**config.mk**
```make
export PLATFORM = sky130hd
export DESIGN_NAME = tmmf_div
export DESIGN_NICKNAME = d
export VERILOG_FILES = /design/src/rtl/tmmf_pkg.sv /design/src/rtl/tmmf_div.sv
export SDC_FILE = /design/constraint.sdc
export NUM_CORES = 1
export LEC_CHECK = 0
export ABC_AREA = 1
export BUFFER_PORTS_ARGS = -buffer_cell sky130_fd_sc_hd__clkbuf_2
export CORE_UTILIZATION = 50
export DETAILED_ROUTE_END_ITERATION = 8
export PLACE_DENSITY = 0.84
export SYNTH_ARGS = -nofsm -noshare
export SYNTH_HDL_FRONTEND = slang
export SYNTH_SLANG_ARGS = --single-unit
export TNS_END_PERCENT = 1
```
**constraint.sdc**
```tcl
create_clock -name clk -period 2.4 [get_ports clk]
set_input_delay 0.36 -clock clk [delete_from_list [all_inputs] [get_ports clk]]
set_output_delay 0.36 -clock clk [all_outputs]
set_load 0.02 [all_outputs]
```
**src/rtl/tmmf_pkg.sv**
```systemverilog
package tmmf_pkg;

    localparam int MAX_COLS         = 8192;
    localparam int MAX_TILE_COLUMNS = 64;

    localparam int ELEV_W     = 32;
    localparam int ROW_W      = 16;
    localparam int COL_W      = $clog2(MAX_COLS);
    localparam int SIZE_W     = 14;
    localparam int TILE_COL_W = (MAX_TILE_COLUMNS > 1) ? $clog2(MAX_TILE_COLUMNS) : 1;
    localparam int NTX_W      = $clog2(MAX_TILE_COLUMNS + 1);

    localparam int QUEUE_DEPTH = 4;
    localparam int QPTR_W      = $clog2(QUEUE_DEPTH);

    localparam int DIV_W     = 16;
    localparam int DIV_CNT_W = $clog2(DIV_W + 1);

    localparam int CFG_IDX_W  = 3;
    localparam int CFG_DATA_W = 32;

    localparam logic [CFG_IDX_W-1:0] REG_IMAGE_ROWS  = CFG_IDX_W'(0);
    localparam logic [CFG_IDX_W-1:0] REG_IMAGE_COLS  = CFG_IDX_W'(1);
    localparam logic [CFG_IDX_W-1:0] REG_TILE_SIZE   = CFG_IDX_W'(2);
    localparam logic [CFG_IDX_W-1:0] REG_NODATA      = CFG_IDX_W'(3);
    localparam logic [CFG_IDX_W-1:0] REG_ELEV_CEIL   = CFG_IDX_W'(4);

    localparam logic [ROW_W-1:0]  RESET_IMAGE_ROWS = ROW_W'(1024);
    localparam logic [SIZE_W-1:0] RESET_IMAGE_COLS = SIZE_W'(1024);
    localparam logic [SIZE_W-1:0] RESET_TILE_SIZE  = SIZE_W'(181);
    localparam logic [ELEV_W-1:0] RESET_NODATA     = 32'hFF80_0000;
    localparam logic [ELEV_W-1:0] RESET_ELEV_CEIL  = ELEV_W'(2559744);

    typedef struct packed {
        logic signed [ELEV_W-1:0] elevation;
        logic                     pixel_valid;
        logic                     first_pixel;
    } pixel_in_t;

    typedef struct packed {
        logic [ROW_W-1:0] anchor_row;
        logic [COL_W-1:0] anchor_col;
    } anchor_out_t;

    typedef struct packed {
        logic signed [ELEV_W-1:0] elevation;
        logic                     pixel_valid;
        logic                     tile_first;
        logic                     tile_last;
        logic [TILE_COL_W-1:0]    tile_col;
        logic [ROW_W-1:0]         row;
        logic [COL_W-1:0]         col;
    } tile_op_t;

    typedef struct packed {
        logic signed [ELEV_W-1:0] min_elev;
        logic [ROW_W-1:0]         min_row;
        logic [COL_W-1:0]         min_col;
        logic                     found;
    } tile_rec_t;

    localparam int REC_W = $bits(tile_rec_t);

    typedef struct packed {
        logic signed [ELEV_W-1:0] nodata;
        logic signed [ELEV_W-1:0] ceiling;
    } thresholds_t;

    typedef struct packed {
        logic              start;
        logic [DIV_W-1:0]  dividend;
        logic [SIZE_W-1:0] divisor;
    } div_req_t;

    typedef struct packed {
        logic              done;
        logic [DIV_W-1:0]  quotient;
        logic [SIZE_W-1:0] remainder;
    } div_rsp_t;

    typedef struct packed {
        logic empty;
        logic full;
    } queue_status_t;

    typedef enum logic [2:0] {
        CALC_IDLE,
        CALC_COLS,
        CALC_ROWS,
        CALC_CPOS,
        CALC_RPOS
    } calc_state_t;

endpackage

```
**src/rtl/tmmf_div.sv**
```systemverilog
module tmmf_div
    import tmmf_pkg::*;
(
    input  logic     clk,
    input  logic     rst_n,
    input  div_req_t req,
    output div_rsp_t rsp
);

    logic                 busy_reg, busy_next;
    logic                 done_reg, done_next;
    logic [DIV_CNT_W-1:0] cnt_reg, cnt_next;
    logic [DIV_W-1:0]     quot_reg, quot_next;
    logic [SIZE_W-1:0]    rem_reg, rem_next;
    logic [SIZE_W-1:0]    divisor_reg, divisor_next;

    logic [SIZE_W:0] trial;
    logic [SIZE_W:0] diff;
    logic            fits;

    // one quotient bit per cycle, restoring
    assign trial = {rem_reg, quot_reg[DIV_W-1]};
    assign diff  = trial - {1'b0, divisor_reg};
    assign fits  = trial >= {1'b0, divisor_reg};

    always_comb
    begin
        busy_next    = busy_reg;
        done_next    = 1'b0;
        cnt_next     = cnt_reg;
        quot_next    = quot_reg;
        rem_next     = rem_reg;
        divisor_next = divisor_reg;
        if (!busy_reg && req.start)
        begin
            busy_next    = 1'b1;
            cnt_next     = DIV_CNT_W'(DIV_W);
            quot_next    = req.dividend;
            rem_next     = '0;
            divisor_next = req.divisor;
        end
        else if (busy_reg)
        begin
            quot_next = {quot_reg[DIV_W-2:0], fits};
            rem_next  = fits ? diff[SIZE_W-1:0] : trial[SIZE_W-1:0];
            cnt_next  = cnt_reg - DIV_CNT_W'(1);
            if (cnt_reg == DIV_CNT_W'(1))
            begin
                busy_next = 1'b0;
                done_next = 1'b1;
            end
        end
    end

    always_ff @(posedge clk or negedge rst_n)
    begin
        if (!rst_n)
        begin
            busy_reg <= 1'b0;
            done_reg <= 1'b0;
            cnt_reg  <= '0;
        end
        else
        begin
            busy_reg <= busy_next;
            done_reg <= done_next;
            cnt_reg  <= cnt_next;
        end
    end

    always_ff @(posedge clk)
    begin
        quot_reg    <= quot_next;
        rem_reg     <= rem_next;
        divisor_reg <= divisor_next;
    end

    assign rsp.done      = done_reg;
    assign rsp.quotient  = quot_reg;
    assign rsp.remainder = rem_reg;

endmodule

```
# Yosys cells after proc, flatten, opt, wreduce, memory -nomap -nowiden
# Cells that the tools add are included.
dict set report word_totals {
  latch_bits 0
  reg_bits 51
  mem_bits_rw 0
  out_inout_bits 31
  romBits 0
  mem_count 0
}
dict set report op_classes {
  magnitude_cmp 1
  div_mod_pow 0
  n_addsub 2
  eq_ne 1
  reduce_logical 3
  shifts 0
  n_mul 0
  muxes 11
  n_bitwise 0
}
# op n
set ops {}
lappend ops {{16-bit two-way mux} 2}
lappend ops {{15-bit by 14-bit >= comparator with 1-bit output} 1}
lappend ops {{14-bit two-way mux} 1}
lappend ops {{14-bit subtractor} 1}
lappend ops {{5-bit two-way mux} 2}
lappend ops {{1-bit two-way mux} 6}
lappend ops {{5-bit by 1-bit == test with 1-bit output, second input constant} 1}
lappend ops {{5-bit by 1-bit subtractor with 5-bit output, second input constant} 1}
lappend ops {{2-bit nonzero test} 1}
lappend ops {{1-bit logical AND} 1}
lappend ops {{1-bit zero test} 1}

# Longest topological paths before layout
dict set report logic_depth {
  word_depth 4
  ltp_mapped 14
  depth_no_buf 13
}

# Worst setup path before layout
# No wires, ideal clock.
dict set report synth_timing {
  path_kind {register -> register}
  start {register quot_reg[15]}
  end {register rem_reg[6]}
  arrival_time_ns 1.867
  period_less_slack_ns 1.979
  stages_incl_launch_ff 12
  setup_ns 0.112
  path_slack_ns 0.421
  path_cell_list {edfxtp_1 > inv_1 > ha_1 > inv_1 > fa_1 > nand3_1 > nand3_1 > a21oi_1 > xor2_1 > nand2_1 > nand2_1 > nand2_1}
}
dict set report synth_via {
  elab_chain_cells 2
  elab_cells_between_ends 3
  classes_between {add/sub: 1; order compare: 1; mux: 1}
}
# element line
set synth_lines {}
lappend synth_lines {{start, declared} tmmf_div.sv:13} ;# logic [DIV_W-1:0] quot_reg, quot_next;
lappend synth_lines {{start signal, assigned} tmmf_div.sv:73} ;# quot_reg <= quot_next;
lappend synth_lines {{14-bit subtractor / 15-bit by 14-bit >= comparator with 1-bit output (equally long branches)} {tmmf_div.sv:23, tmmf_div.sv:24}}
lappend synth_lines {{14-bit two-way mux *} tmmf_div.sv:45} ;# rem_next = fits ? diff[SIZE_W-1:0] : trial[SIZE_W-1:0];
lappend synth_lines {{end signal, assigned} tmmf_div.sv:74} ;# rem_reg <= rem_next;
lappend synth_lines {{end, declared} tmmf_div.sv:14} ;# logic [SIZE_W-1:0] rem_reg, rem_next;
# Every way passes the cells marked *; elsewhere a longest branch is shown, timed or not.
# A chain may end at the register's enable or synchronous reset.

# Final worst setup path
dict set report layout_timing {
  start {register rem_reg[1]}
  end {register rem_reg[8]}
}
dict set report layout_via {
  elab_chain_cells 2
  elab_cells_between_ends 3
  classes_between {add/sub: 1; order compare: 1; mux: 1}
}
# element line
set layout_lines {}
lappend layout_lines {{14-bit subtractor / 15-bit by 14-bit >= comparator with 1-bit output (equally long branches)} {tmmf_div.sv:23, tmmf_div.sv:24}}
lappend layout_lines {{14-bit two-way mux *} tmmf_div.sv:45}
# Marked as above.

==> run_results.csv <==
group,metric,value,unit
outcome,status,"complete, no violations",
placement,post-place-ws,0.221,ns
worst_setup_path,end_kind,"flip-flop",
floorplan,die_area,6270,sq um
timing,whs,0.221,ns
grt,grt-ovfl-total,0,
grt,antenna_found_initial,0,
power_and_ir_drop,comb_power_share,0.576,
timing,drv_slew,0,
power_and_ir_drop,pwr-share-seq,0.324,
power_and_ir_drop,p_leak,1.78,nW
clocking,clk_latency,0.31,ns
power_and_ir_drop,p_clk_frac,0.100,
worst_hold_path,hold_depth,1,
worst_hold_path,min_to,"divisor_reg[11]",
worst_setup_path,r2r_end,"rem_reg[8]",
final_layout,stdcell_count,516,
worst_setup_path,crit_fanout,12,
clocking,post_cts_buffers,0,
worst_setup_path,worstPathArrival,2.43,ns
timing,slew_headroom,0.535,
placement,hpwl,4750,um
timing,fin_tns_setup,0,ns
timing,clock.fmax,0.451,GHz
clocking,tritoncts.num_buffers,5,
power_and_ir_drop,p_per_area,1500,nW/um^2
timing,hold_violations,0,
drt,vias,2599,
final_layout,diodes,0,
worst_setup_path,crit_path_start_kind,"flip-flop",
floorplan,start_util,0.531,
timing,grt_setup_unrepaired,"no",
drt,wl_per_cell,12.4,um
yosys,synth_edf_count,30,
clocking,clkTransAtPathRegs,0.10,ns
clocking,cts.htree.levels,2,
placement,portBuffers,63,
floorplan,boundaryPins,64,
floorplan,coreArea,5610,sq um
timing,worst_pin_slew,0.697,ns
final_layout,area_delta_synth_final,16.0,%
placement,dpl.cell_count,507,
drt,dr.first_iter.drc_count,189,
yosys,synth_seq_area_share,0.455,
yosys,yosysUniqueCellTypes,33,
power_and_ir_drop,swShare,0.486,
clocking,cts.sinks,51,
placement,routabilityCongestion,0.940,
final_layout,final_area,3450,sq um
floorplan,rows,27,
drt,drt-total-wl,6410,um
timing,fin_crit,2.22,ns
yosys,async_reset_ff_frac,0.137,
drt,drcViolationCount,0,
worst_setup_path,ff2ff_setup_slack,0.18,ns
grt,grtUsageTotal,0.220,
worst_hold_path,hold_class,"primary input to flip-flop",
drt,first_pass_iters,4,
yosys,netlist_area,2980,sq um
grt,grt_max_degree,32,
drt,ant_nets,0,
clocking,hold_buffers,1,
worst_hold_path,min_from,"req[11]",
yosys,synth_warnings,0,
clocking,cts_resized,0,
grt,grt_pass1_vias,2395,
timing,clock_skew,0.0164,ns
flow_run,maxCapViolations,0,
clocking,cts_tree,"yes",
clocking,cts.path.max_buffers,2,
final_layout,utilization,0.616,
final_layout,layout.nets,494,
yosys,synthCells,377,
placement,dpl_cell_area,3350,sq um
clocking,clock-root-buffer,"clkbuf_8",
timing,fin_ws,0.181,ns
yosys,synth-main-ff-cell,"edfxtp_1",
timing,setup_viol,0,
final_layout,largest_reg_flops,16,
worst_setup_path,r2r_cells,12,
final_layout,drive_above_1_share,0.214,
power_and_ir_drop,peakVddDrop,0.644,mV
yosys,syn_nets,428,
worst_setup_path,r2r-start,"rem_reg[1]",
drt,vias_per_cell,5.04,
worst_setup_path,worstSetupPathType,"flip-flop to flip-flop",
yosys,avgSynthCellArea,7.90,sq um
power_and_ir_drop,p_total,5.19,mW
floorplan,fp.dieW,79.2,um
floorplan,die_y,79.2,um
power_and_ir_drop,power_switching,2.52,mW
yosys,synth-seq-cells,51,
power_and_ir_drop,p_int,2.67,mW
grt,grt_pass1_wl,10700,um
timing,fin_crit_sh,0.925,
worst_setup_path,critPathRequiredTime,2.61,ns
==> worst max-delay path, stage by stage, from the launching register on <==
cell	delay, ns
dfxtp_1	0.36
ha_1	0.40
a21oi_2	0.20
nand2_2	0.11
nand2_2	0.08
nand2_2	0.07
nand2_2	0.07
nand3_2	0.26
buf_4	0.29
nor2_1	0.11
nor2_1	0.06
nand2_1	0.08
nand2_1	0.04
==> routing by layer <==
layer	vias up	track usage	wire length [um]
met1	1190	0.282	2990
met3	9	0.0506	323
li1	1333	-	-
met5	-	0	0
met4	0	0.0673	67
met2	67	0.366	3040
==> power groups by stage <==
stage / logic (mW) / clock network (mW) / registers, mW
after global placement: 2.88 / 0 / 1.68
final: 2.99 / 0.520 / 1.68
after CTS: 2.99 / 0.533 / 1.68
after global routing: 3.36 / 0.565 / 1.74
after floorplan: 2.00 / 0 / 1.95
after detailed placement: 2.96 / 0 / 1.69
==> cells in the final DEF, fill, tap and decap left out, drive strengths merged, types with 2 or more instances in the layout <==
cell and count:
a21oi 9, buf 4, clkbuf 68, dfrtp 7, dfxtp 14, edfxtp 30
ha 17, inv 46, nand2 142, nand3 25, nand4 6, nor2 44
nor3 2, o21ai 12, o21bai 3, xnor2 4, xor2 2
==> area by class of cell <==
class / instances / area, sq um
Tap cell: 72 / 90.1
Clock buffer: 5 / 68.8
Clock inverter: 3 / 25.0
Timing Repair Buffer: 68 / 355
Multi-Input combinational cell: 272 / 1390
Fill cell: 504 / 2150
Sequential cell: 51 / 1360
Inverter: 45 / 169
==> logic make-up (layout without fill, tap and decap cells) <==
| logic type | after synthesis | in the layout | share of synthesized area |
|---|---|---|---|
| AND/OR/NAND/NOR | 221 | 221 | 0.318 |
| adder cells (fa/ha/maj) | 18 | 18 | 0.0782 |
| AO/OA/AOI/OAI | 27 | 27 | 0.0529 |
| buffers and inverters | 54 | 121 | 0.0777 |
| flip-flops | 51 | 51 | 0.455 |
| XOR/XNOR | 6 | 6 | 0.0176 |
==> how the worst max path moves through the flow <==
| stage | start | slack [ns] | to |
|---|---|---|---|
| after floorplan | quot_reg[15] | 0.42 | rem_reg[6] |
| after global placement | rem_reg[1] | 0.27 | quot_reg[0] |
| after detailed placement | rem_reg[1] | 0.22 | rem_reg[8] |
| after CTS | divisor_reg[2] | 0.19 | rem_reg[4] |
| after global routing | divisor_reg[2] | 0.03 | rem_reg[6] |
| final | rem_reg[1] | 0.18 | rem_reg[8] |
==> Yosys cell counts (2+ instances only) <==
library cell | count | share of area
o21ai_0 | 12 | 0.020
inv_1 | 43 | 0.054
xnor2_1 | 4 | 0.012
nor2_1 | 41 | 0.052
ha_1 | 17 | 0.071
nand3_2 | 7 | 0.024
buf_4 | 2 | 0.0050
a21oi_2 | 2 | 0.0059
nor2_2 | 2 | 0.0042
edfxtp_1 | 30 | 0.30
a21oi_1 | 7 | 0.012
nor3_1 | 2 | 0.0034
nand2_1 | 136 | 0.17
dfrtp_1 | 7 | 0.059
dfxtp_1 | 14 | 0.094
nand4_1 | 6 | 0.013
clkbuf_1 | 3 | 0.0038
nand3_1 | 18 | 0.030
buf_2 | 2 | 0.0034
xor2_1 | 2 | 0.0059
nand2_2 | 6 | 0.013
o21bai_1 | 3 | 0.0076
Note: power is estimated with default switching activity, not from simulation.
