## config.mk

```make
export PLATFORM = sky130hd
export DESIGN_NAME = tmmf_queue
export DESIGN_NICKNAME = d
export VERILOG_FILES = /design/src/rtl/tmmf_pkg.sv /design/src/rtl/tmmf_queue.sv
export SDC_FILE = /design/constraint.sdc
export NUM_CORES = 1
export LEC_CHECK = 0
export ABC_AREA = 0
export BUFFER_PORTS_ARGS = -buffer_cell sky130_fd_sc_hd__buf_2
export CORE_AREA = 2 2 140 142
export DETAILED_ROUTE_END_ITERATION = 7
export DIE_AREA = 0 0 142 144
export PLACE_DENSITY_LB_ADDON = 0.1
export SYNTH_ARGS = -nofsm -noshare
export SYNTH_HDL_FRONTEND = slang
export SYNTH_SLANG_ARGS = --single-unit
```

## constraint.sdc

```tcl
create_clock -name clk -period 3.89 [get_ports clk]
set_clock_uncertainty 0.2 [all_clocks]
set_input_delay 0.9725 -clock clk [delete_from_list [all_inputs] [get_ports clk]]
set_output_delay 0.9725 -clock clk [all_outputs]
set_load 0.05 [all_outputs]
```

## src/rtl/tmmf_pkg.sv

```systemverilog
package tmmf_pkg;

    localparam int MAX_COLS         = 8192;
    localparam int MAX_TILE_COLUMNS = 64;

    localparam int ELEV_W     = 32;
    localparam int ROW_W      = 16;
    localparam int COL_W      = $clog2(MAX_COLS);
    localparam int SIZE_W     = 14;
    localparam int TILE_COL_W = (MAX_TILE_COLUMNS > 1) ? $clog2(MAX_TILE_COLUMNS) : 1;
    localparam int NTX_W      = $clog2(MAX_TILE_COLUMNS + 1);

    localparam int QUEUE_DEPTH = 4;
    localparam int QPTR_W      = $clog2(QUEUE_DEPTH);

    localparam int DIV_W     = 16;
    localparam int DIV_CNT_W = $clog2(DIV_W + 1);

    localparam int CFG_IDX_W  = 3;
    localparam int CFG_DATA_W = 32;

    localparam logic [CFG_IDX_W-1:0] REG_IMAGE_ROWS  = CFG_IDX_W'(0);
    localparam logic [CFG_IDX_W-1:0] REG_IMAGE_COLS  = CFG_IDX_W'(1);
    localparam logic [CFG_IDX_W-1:0] REG_TILE_SIZE   = CFG_IDX_W'(2);
    localparam logic [CFG_IDX_W-1:0] REG_NODATA      = CFG_IDX_W'(3);
    localparam logic [CFG_IDX_W-1:0] REG_ELEV_CEIL   = CFG_IDX_W'(4);

    localparam logic [ROW_W-1:0]  RESET_IMAGE_ROWS = ROW_W'(1024);
    localparam logic [SIZE_W-1:0] RESET_IMAGE_COLS = SIZE_W'(1024);
    localparam logic [SIZE_W-1:0] RESET_TILE_SIZE  = SIZE_W'(181);
    localparam logic [ELEV_W-1:0] RESET_NODATA     = 32'hFF80_0000;
    localparam logic [ELEV_W-1:0] RESET_ELEV_CEIL  = ELEV_W'(2559744);

    typedef struct packed {
        logic signed [ELEV_W-1:0] elevation;
        logic                     pixel_valid;
        logic                     first_pixel;
    } pixel_in_t;

    typedef struct packed {
        logic [ROW_W-1:0] anchor_row;
        logic [COL_W-1:0] anchor_col;
    } anchor_out_t;

    typedef struct packed {
        logic signed [ELEV_W-1:0] elevation;
        logic                     pixel_valid;
        logic                     tile_first;
        logic                     tile_last;
        logic [TILE_COL_W-1:0]    tile_col;
        logic [ROW_W-1:0]         row;
        logic [COL_W-1:0]         col;
    } tile_op_t;

    typedef struct packed {
        logic signed [ELEV_W-1:0] min_elev;
        logic [ROW_W-1:0]         min_row;
        logic [COL_W-1:0]         min_col;
        logic                     found;
    } tile_rec_t;

    localparam int REC_W = $bits(tile_rec_t);

    typedef struct packed {
        logic signed [ELEV_W-1:0] nodata;
        logic signed [ELEV_W-1:0] ceiling;
    } thresholds_t;

    typedef struct packed {
        logic              start;
        logic [DIV_W-1:0]  dividend;
        logic [SIZE_W-1:0] divisor;
    } div_req_t;

    typedef struct packed {
        logic              done;
        logic [DIV_W-1:0]  quotient;
        logic [SIZE_W-1:0] remainder;
    } div_rsp_t;

    typedef struct packed {
        logic empty;
        logic full;
    } queue_status_t;

    typedef enum logic [2:0] {
        CALC_IDLE,
        CALC_COLS,
        CALC_ROWS,
        CALC_CPOS,
        CALC_RPOS
    } calc_state_t;

endpackage

```

## src/rtl/tmmf_queue.sv

```systemverilog
module tmmf_queue
    import tmmf_pkg::*;
(
    input  logic          clk,
    input  logic          rst_n,
    input  logic          push,
    input  tile_op_t      push_data,
    input  logic          pop,
    output tile_op_t      head,
    output queue_status_t status
);

    tile_op_t          entries_reg [QUEUE_DEPTH];
    logic [QPTR_W-1:0] wr_ptr_reg, wr_ptr_next;
    logic [QPTR_W-1:0] rd_ptr_reg, rd_ptr_next;
    logic [QPTR_W:0]   count_reg, count_next;
    logic              do_push;
    logic              do_pop;

    assign status.empty = (count_reg == '0);
    assign status.full  = (count_reg == (QPTR_W+1)'(QUEUE_DEPTH));
    assign do_push      = push && !status.full;
    assign do_pop       = pop && !status.empty;
    assign head         = entries_reg[rd_ptr_reg];

    always_comb
    begin
        wr_ptr_next = do_push ? wr_ptr_reg + QPTR_W'(1) : wr_ptr_reg;
        rd_ptr_next = do_pop ? rd_ptr_reg + QPTR_W'(1) : rd_ptr_reg;
        count_next  = count_reg;
        if (do_push && !do_pop)
        begin
            count_next = count_reg + (QPTR_W+1)'(1);
        end
        else if (do_pop && !do_push)
        begin
            count_next = count_reg - (QPTR_W+1)'(1);
        end
    end

    always_ff @(posedge clk or negedge rst_n)
    begin
        if (!rst_n)
        begin
            wr_ptr_reg <= '0;
            rd_ptr_reg <= '0;
            count_reg  <= '0;
        end
        else
        begin
            wr_ptr_reg <= wr_ptr_next;
            rd_ptr_reg <= rd_ptr_next;
            count_reg  <= count_next;
        end
    end

    always_ff @(posedge clk)
    begin
        if (do_push)
        begin
            entries_reg[wr_ptr_reg] <= push_data;
        end
    end

endmodule

```

# Word-level counts from Yosys, hierarchy flattened
# Memory sizes are Yosys's and may differ from the RTL's.
# Index checks and enable logic that the tools add are counted.
# totals
n_memories,1
reg_bits,7
mem_bits_rw,280
inputBits,74
out_inout_bits,72
wordCells,23
# classes
eq_ne,1
addsub,4
mux,4
reduce_logical,10
# memory_table
name,depth,word_bits,rd,rd_clocked_by_memory_dff,write_ports,line_no,source
entries_reg,4,70,1,0,1,tmmf_queue.sv:13,tile_op_t entries_reg [QUEUE_DEPTH];
# ops
cell,n
$mux W3,2
$add A2 B1 Y2 const B,2
$logic_and A1 B1 Y1,4
$logic_not A1 Y1,4
$add A3 B1 Y3 const B,1
$eq A3 B3 Y1 const B,1
$logic_not A3 Y1,1
$sub A3 B1 Y3 const B,1
$mux W1,2
$reduce_bool A2 Y1,1

# Logic depth before layout (Yosys ltp)
# Gate-level depths: netlist of the first run.
# depth
depth_word,7
depth_mapped,9
depth_no_buf,8

# Worst setup path before layout of the first run
# No wires, ideal clock.
# synth_path
path_type,input port to flip-flop
startpoint,in push
endpoint,mem entries_reg[0][0] (netlist name) (enable)
setup_time_ns,0.436
stages,3
t_arrival_ns,2.906
slack_ns,0.348
path_cell_list,nor2b_1 > buf_2 > and2_1
# synth_between
elab_chain_len,3
# synth_lines
element,line_no,source
from (decl),tmmf_queue.sv:6,"input logic push,"
$logic_and A1 B1 Y1,tmmf_queue.sv:22,assign do_push = push && !status.full;
via do_push,tmmf_queue.sv:17,logic do_push;
$mux W1,tmmf_queue.sv:59,if (do_push)
$mux W1 (not written as such),tmmf_queue.sv:61,entries_reg[wr_ptr_reg] <= push_data;
to (decl),tmmf_queue.sv:13,
# The timed path passes the listed nets, and every way through them passes these cells.

==> flow_summary.json, run 1 <==
{
  "outcome": "completed",
  "postSynthCellCount": 402,
  "synthSimpleGateAreaFrac": 0.00590,
  "hold_violations": 0,
  "wl_met1_mm": 7.69,
  "maxCapViolCount": 0,
  "io_buffers": 145,
  "cts.reportedPaths.clkPinSlew_ps": 60,
  "grt_pass1_wl_mm": 28.4,
  "timing.rr.start": "count_reg[2]",
  "track_usage": 0.187,
  "fin_crit_sh": 0.881,
  "core_area_sq_um": 19100,
  "cts-resized-gates": 0,
  "post_cts_buffers": 0,
  "place_hpwl_mm": 11.6,
  "synth-seq-area-share": 0.810,
  "dr_wl_met2_mm": 9.51,
  "via_per_inst": 5.62,
  "io_pins": 146,
  "p_int_w": 0.00719,
  "synth_largest_area_cell": "edfxtp_1",
  "ant_nets": 0,
  "area_growth_pct": 19.4,
  "nets": 656,
  "fin_area_sq_um": 12700,
  "power.leakage_nw": 4.39,
  "yosysTopAreaCellShare": 0.793,
  "crit_type": "reg2out",
  "crit_path_end_kind": "output port",
  "final_cell_mix": "edfxtp_1 (280), buf_2 (145), mux4_2 (68)",
  "pwr-share-seq": 0.376,
  "synthArstFlopShare": 0.0244,
  "p_sw_frac": 0.373,
  "initialDrtViolationCount": 268,
  "drive_above_1_share": 0.469,
  "synth_edf_count": 280,
  "syn-num-nets": 482,
  "rr_endpoint": "count_reg[2]",
  "synthTopCellsByArea": "edfxtp_1 (79%), mux4_2 (14%), dfrtp_1 (1.7%)",
  "combPwrFrac": 0.373,
  "powerDensity_nw_per_um2": 906,
  "numCtsBuffers": 30,
  "rsz0062_at_grt": "false",
  "fin_crit_ps": 3430,
  "arrival_ps": 2250,
  "overflow": 0,
  "synth_top_flop_cell": "edfxtp_1",
  "synthDistinctLibCells": 22,
  "synth-compound-area-share": 0,
  "largest_reg_flops": 280,
  "vias": 4709,
  "start_util": 0.556,
  "timing.fmax_mhz": 292,
  "grt_antenna_before_repair": 1,
  "setup_viol_count_final": 0,
  "wl_met3_mm": 1.14,
  "hp-class": "in2async",
  "synth_top_family_by_area": "multiplexers",
  "root_buffer": "clkbuf_16",
  "routed_wl_mm": 18.6,
  "dieArea_sq_um": 20400,
  "cts_tree": "yes",
  "rr_worst_depth": 8,
  "clkSinkCount": 287,
  "place_area_sq_um": 11600,
  "setup.worst_path.start_class": "register",
  "clk_latency_ps": 540,
  "dieHeight_um": 144,
  "highest_layer": "met5",
  "p_switching_w": 0.00427,
  "drc": 0,
  "mostFrequentLayoutCell": "edfxtp_1",
  "final.setup.tns_ps": 0,
  "wl_per_cell_um": 22.2,
  "dr.pass1.iters": 4,
  "critPathMaxFanout": 38,
  "synth-xor-area-share": 0.00496,
  "synthMuxAreaShare": 0.152,
  "syn-cell-area_sq_um": 10600,
  "yosysWarnings": 0,
  "cts_hold_buf": 0,
  "reg2reg_slack_ps": 1380,
  "cp.required_ps": 2720,
  "first_global_vias": 5016,
  "grt_max_degree": 39,
  "worst_slew_pin_slew_ps": 630,
  "slew_viol_final": 0,
  "ys_ff_latch": 287,
  "clock_power_share": 0.251,
  "synthAdderAreaFrac": 0.00779,
  "htreeDepth": 1,
  "gp_congestion": 0.731,
  "peakVddDrop_mv": 0.455,
  "clockBufferDepth": 3,
  "syn_area_per_cell_sq_um": 26.4,
  "slew_headroom": 0.579,
  "rows": 51,
  "die_w_um": 142
}
[per-layer routing]
layer / vias up / track usage
li1: 2072 / -
met1: 2471 / 0.251
met2: 141 / 0.312
met3: 23 / 0.0427
met4: 2 / 0.0574
met5: - / 0
[worst max-delay path by stage]
stage                        startpoint                  to  slack [ps]
after floorplan                    push   entries_reg[0][0]         350
after global placement             push  entries_reg[0][40]         930
after detailed placement           push  entries_reg[2][33]         830
after CTS                 rd_ptr_reg[0]            head[63]         400
after global routing      rd_ptr_reg[0]            head[63]         320
final                     rd_ptr_reg[1]            head[36]         460
[Yosys cell counts (all sizes together), types with 2 or more instances]
cell and count:
mux4 70, ha 5, xor2 2, edfxtp 280, dfrtp 7, and2 4
xnor2 4, inv 4, mux2 2, buf 16
[layout make-up]
class,count,area (sq um)
Multi-Input combinational cell,94,1820
Clock buffer,37,798
Sequential cell,287,8590
Clock inverter,18,215
Tap cell,238,298
Fill cell,1229,6420
Timing Repair Buffer,159,918
Antenna cell,1,2.50
Inverter,4,15.0
[power groups by stage]
stage | Combinational [W] | Sequential [W] | Clock [W]
2_1_floorplan | 0.00354 | 0.00428 | 0
3_3_place_gp | 0.00431 | 0.00435 | 0
3_5_place_dp | 0.00434 | 0.00439 | 0
4_1_cts | 0.00436 | 0.00433 | 0.00294
5_1_grt | 0.00450 | 0.00437 | 0.00306
6_report | 0.00427 | 0.00432 | 0.00288
[cells by family after synthesis]
group | after synthesis
xor+xnor | 6
fa+ha+maj | 6
buf+inv | 21
flops | 287
mux | 72
simple gates | 10
[critical path, cell delays in order, from the launching register on]
cell	delay [ps]
dfrtp_4	750
buf_12	320
mux4_2	360
buf_2	230
[stage by stage]
stage / total power [W] / std cells / util / hold slack [ps] / setup WS (ps)
detailed placement: 0.00873 / 782 / 0.610 / 280 / 832
global route: 0.0119 / 837 / 0.663 / 61.7 / 317
CTS: 0.0116 / 837 / 0.663 / 54.5 / 401
floorplan: 0.00782 / 402 / - / 245 / 348
global placement: 0.00866 / 782 / 0.610 / 262 / 929
finish: 0.0115 / 838 / 0.663 / 63.7 / 464
(Power assumes the default switching activity.)
==> run 2: changes to the inputs <==
--- a/config.mk
+++ b/config.mk
@@ -10,7 +10,7 @@
 export CORE_AREA = 2 2 140 142
 export DETAILED_ROUTE_END_ITERATION = 7
 export DIE_AREA = 0 0 142 144
-export PLACE_DENSITY_LB_ADDON = 0.1
+export PLACE_DENSITY = 0.78
 export SYNTH_ARGS = -nofsm -noshare
 export SYNTH_HDL_FRONTEND = slang
 export SYNTH_SLANG_ARGS = --single-unit
==> run 2 against run 1 <==
Register-to-register slack got worse by 100 ps; hold slack improved by 7.1 ps; sequential share of layout area rose by 0.86 points; first-iteration DRC count rose by 2.6%; final area fell by 1.3%; utilization fell by 0.83 points; via count rose by 0.19%; critical endpoint is now head[63].
==> flow_summary.json, run 2 (same netlist as run 1, synthesis figures left out) <==
{
  "arrival_ps": 2460,
  "drive_above_1_share": 0.465,
  "die_w_um": 142,
  "start_util": 0.556,
  "grt_pass1_wl_mm": 28.6,
  "dieArea_sq_um": 20400,
  "fin_crit_ps": 3630,
  "track_usage": 0.189,
  "routed_wl_mm": 18.9,
  "htreeDepth": 1,
  "dieHeight_um": 144,
  "wl_per_cell_um": 22.6,
  "first_global_vias": 5117,
  "critPathMaxFanout": 30,
  "clock_power_share": 0.222,
  "io_buffers": 145,
  "root_buffer": "clkbuf_16",
  "grt_max_degree": 53,
  "combPwrFrac": 0.377,
  "final.setup.tns_ps": 0,
  "p_switching_w": 0.00425,
  "clkSinkCount": 287,
  "crit_path_end_kind": "output port",
  "p_sw_frac": 0.383,
  "power.leakage_nw": 4.33,
  "rows": 51,
  "cts_tree": "yes",
  "gp_congestion": 0.720,
  "ant_nets": 0,
  "io_pins": 146,
  "place_hpwl_mm": 11.8,
  "outcome": "completed",
  "final_cell_mix": "edfxtp_1 (280), buf_2 (145), mux4_2 (68)",
  "cts-resized-gates": 0,
  "p_int_w": 0.00684,
  "total_power_w": 0.0111,
  "post_cts_buffers": 0,
  "drc": 0,
  "pwr-share-seq": 0.401,
  "timing.fmax_mhz": 276,
  "powerDensity_nw_per_um2": 887,
  "worst_slew_pin_slew_ps": 830,
  "maxCapViolCount": 0,
  "setup.worst_path.start_class": "register",
  "area_growth_pct": 17.9,
  "rsz0062_at_grt": "false",
  "dr.pass1.iters": 4,
  "mostFrequentLayoutCell": "edfxtp_1",
  "initialDrtViolationCount": 275,
  "clockBufferDepth": 3,
  "setup_viol_count_final": 0,
  "nets": 658,
  "slew_viol_final": 0,
  "cts.reportedPaths.clkPinSlew_ps": 60,
  "clk_latency_ps": 520,
  "numCtsBuffers": 28,
  "largest_reg_flops": 280,
  "hp-class": "in2async",
  "peakVddDrop_mv": 0.586,
  "crit_type": "reg2out",
  "cts_hold_buf": 0,
  "core_area_sq_um": 19100,
  "cp.required_ps": 2720,
  "hold_violations": 0,
  "overflow": 0,
  "via_per_inst": 5.62,
  "grt_antenna_before_repair": 3,
  "fin_crit_sh": 0.933,
  "slew_headroom": 0.446,
  "vias": 4718
}
[run 2: path summary, 6_finish.rpt]
check	depth (start not counted)	end	slack, ps	start
setup reg to reg	4	entries_reg[0][46]	1280	count_reg[2]
setup / recovery	3	head[63]	260	rd_ptr_reg[0]
min in group clk	1	count_reg[2]	310	count_reg[2]
hold reg to reg	1	count_reg[2]	310	count_reg[2]
max in group asynchronous	1	rd_ptr_reg[1]	3240	rst_n
hold / removal	1	count_reg[0]	70	rst_n
[run 2: metrics by stage]
step | hold slack (ps) | utilization | setup WS [ps] | instances | area, sq um
after floorplan | 245 | - | 348 | 402 | 10600
after global placement | 261 | 0.610 | 739 | 786 | 11600
after detailed placement | 313 | 0.610 | 724 | 786 | 11600
after CTS | 56.0 | 0.655 | 155 | 836 | 12500
after global routing | 59.2 | 0.655 | 75.5 | 837 | 12500
final | 70.8 | 0.655 | 261 | 839 | 12500
[run 2: area by class of cell]
class,count,area (sq um)
fill,1243,6580
clock buffer,33,741
multi-input combinational,94,1820
sequential,287,8590
clock inverter,17,104
timing repair buffer,163,923
tap,238,298
inverter,4,15.0
antenna,3,7.51
[run 2: power groups by stage]
stage	logic [W]	registers, W	clock network, W
global route	0.00440	0.00452	0.00265
detailed placement	0.00422	0.00453	0
global placement	0.00418	0.00448	0
finish	0.00418	0.00445	0.00246
CTS	0.00424	0.00447	0.00252
floorplan	0.00354	0.00428	0
[run 2: layer usage]
| layer | GRT usage | vias to the layer above | part of all wire |
|---|---|---|---|
| met2 | 0.315 | 176 | 0.48 |
| li1 | - | 2075 | - |
| met1 | 0.246 | 2438 | 0.41 |
| met3 | 0.0583 | 29 | 0.089 |
| met5 | 0 | - | 0 |
| met4 | 0.0511 | 0 | 0.019 |
[run 2: critical path: stages (launching register included)]
cell and delay, ps:
dfrtp_4 800, buf_4 270, mux4_1 610, buf_2 240
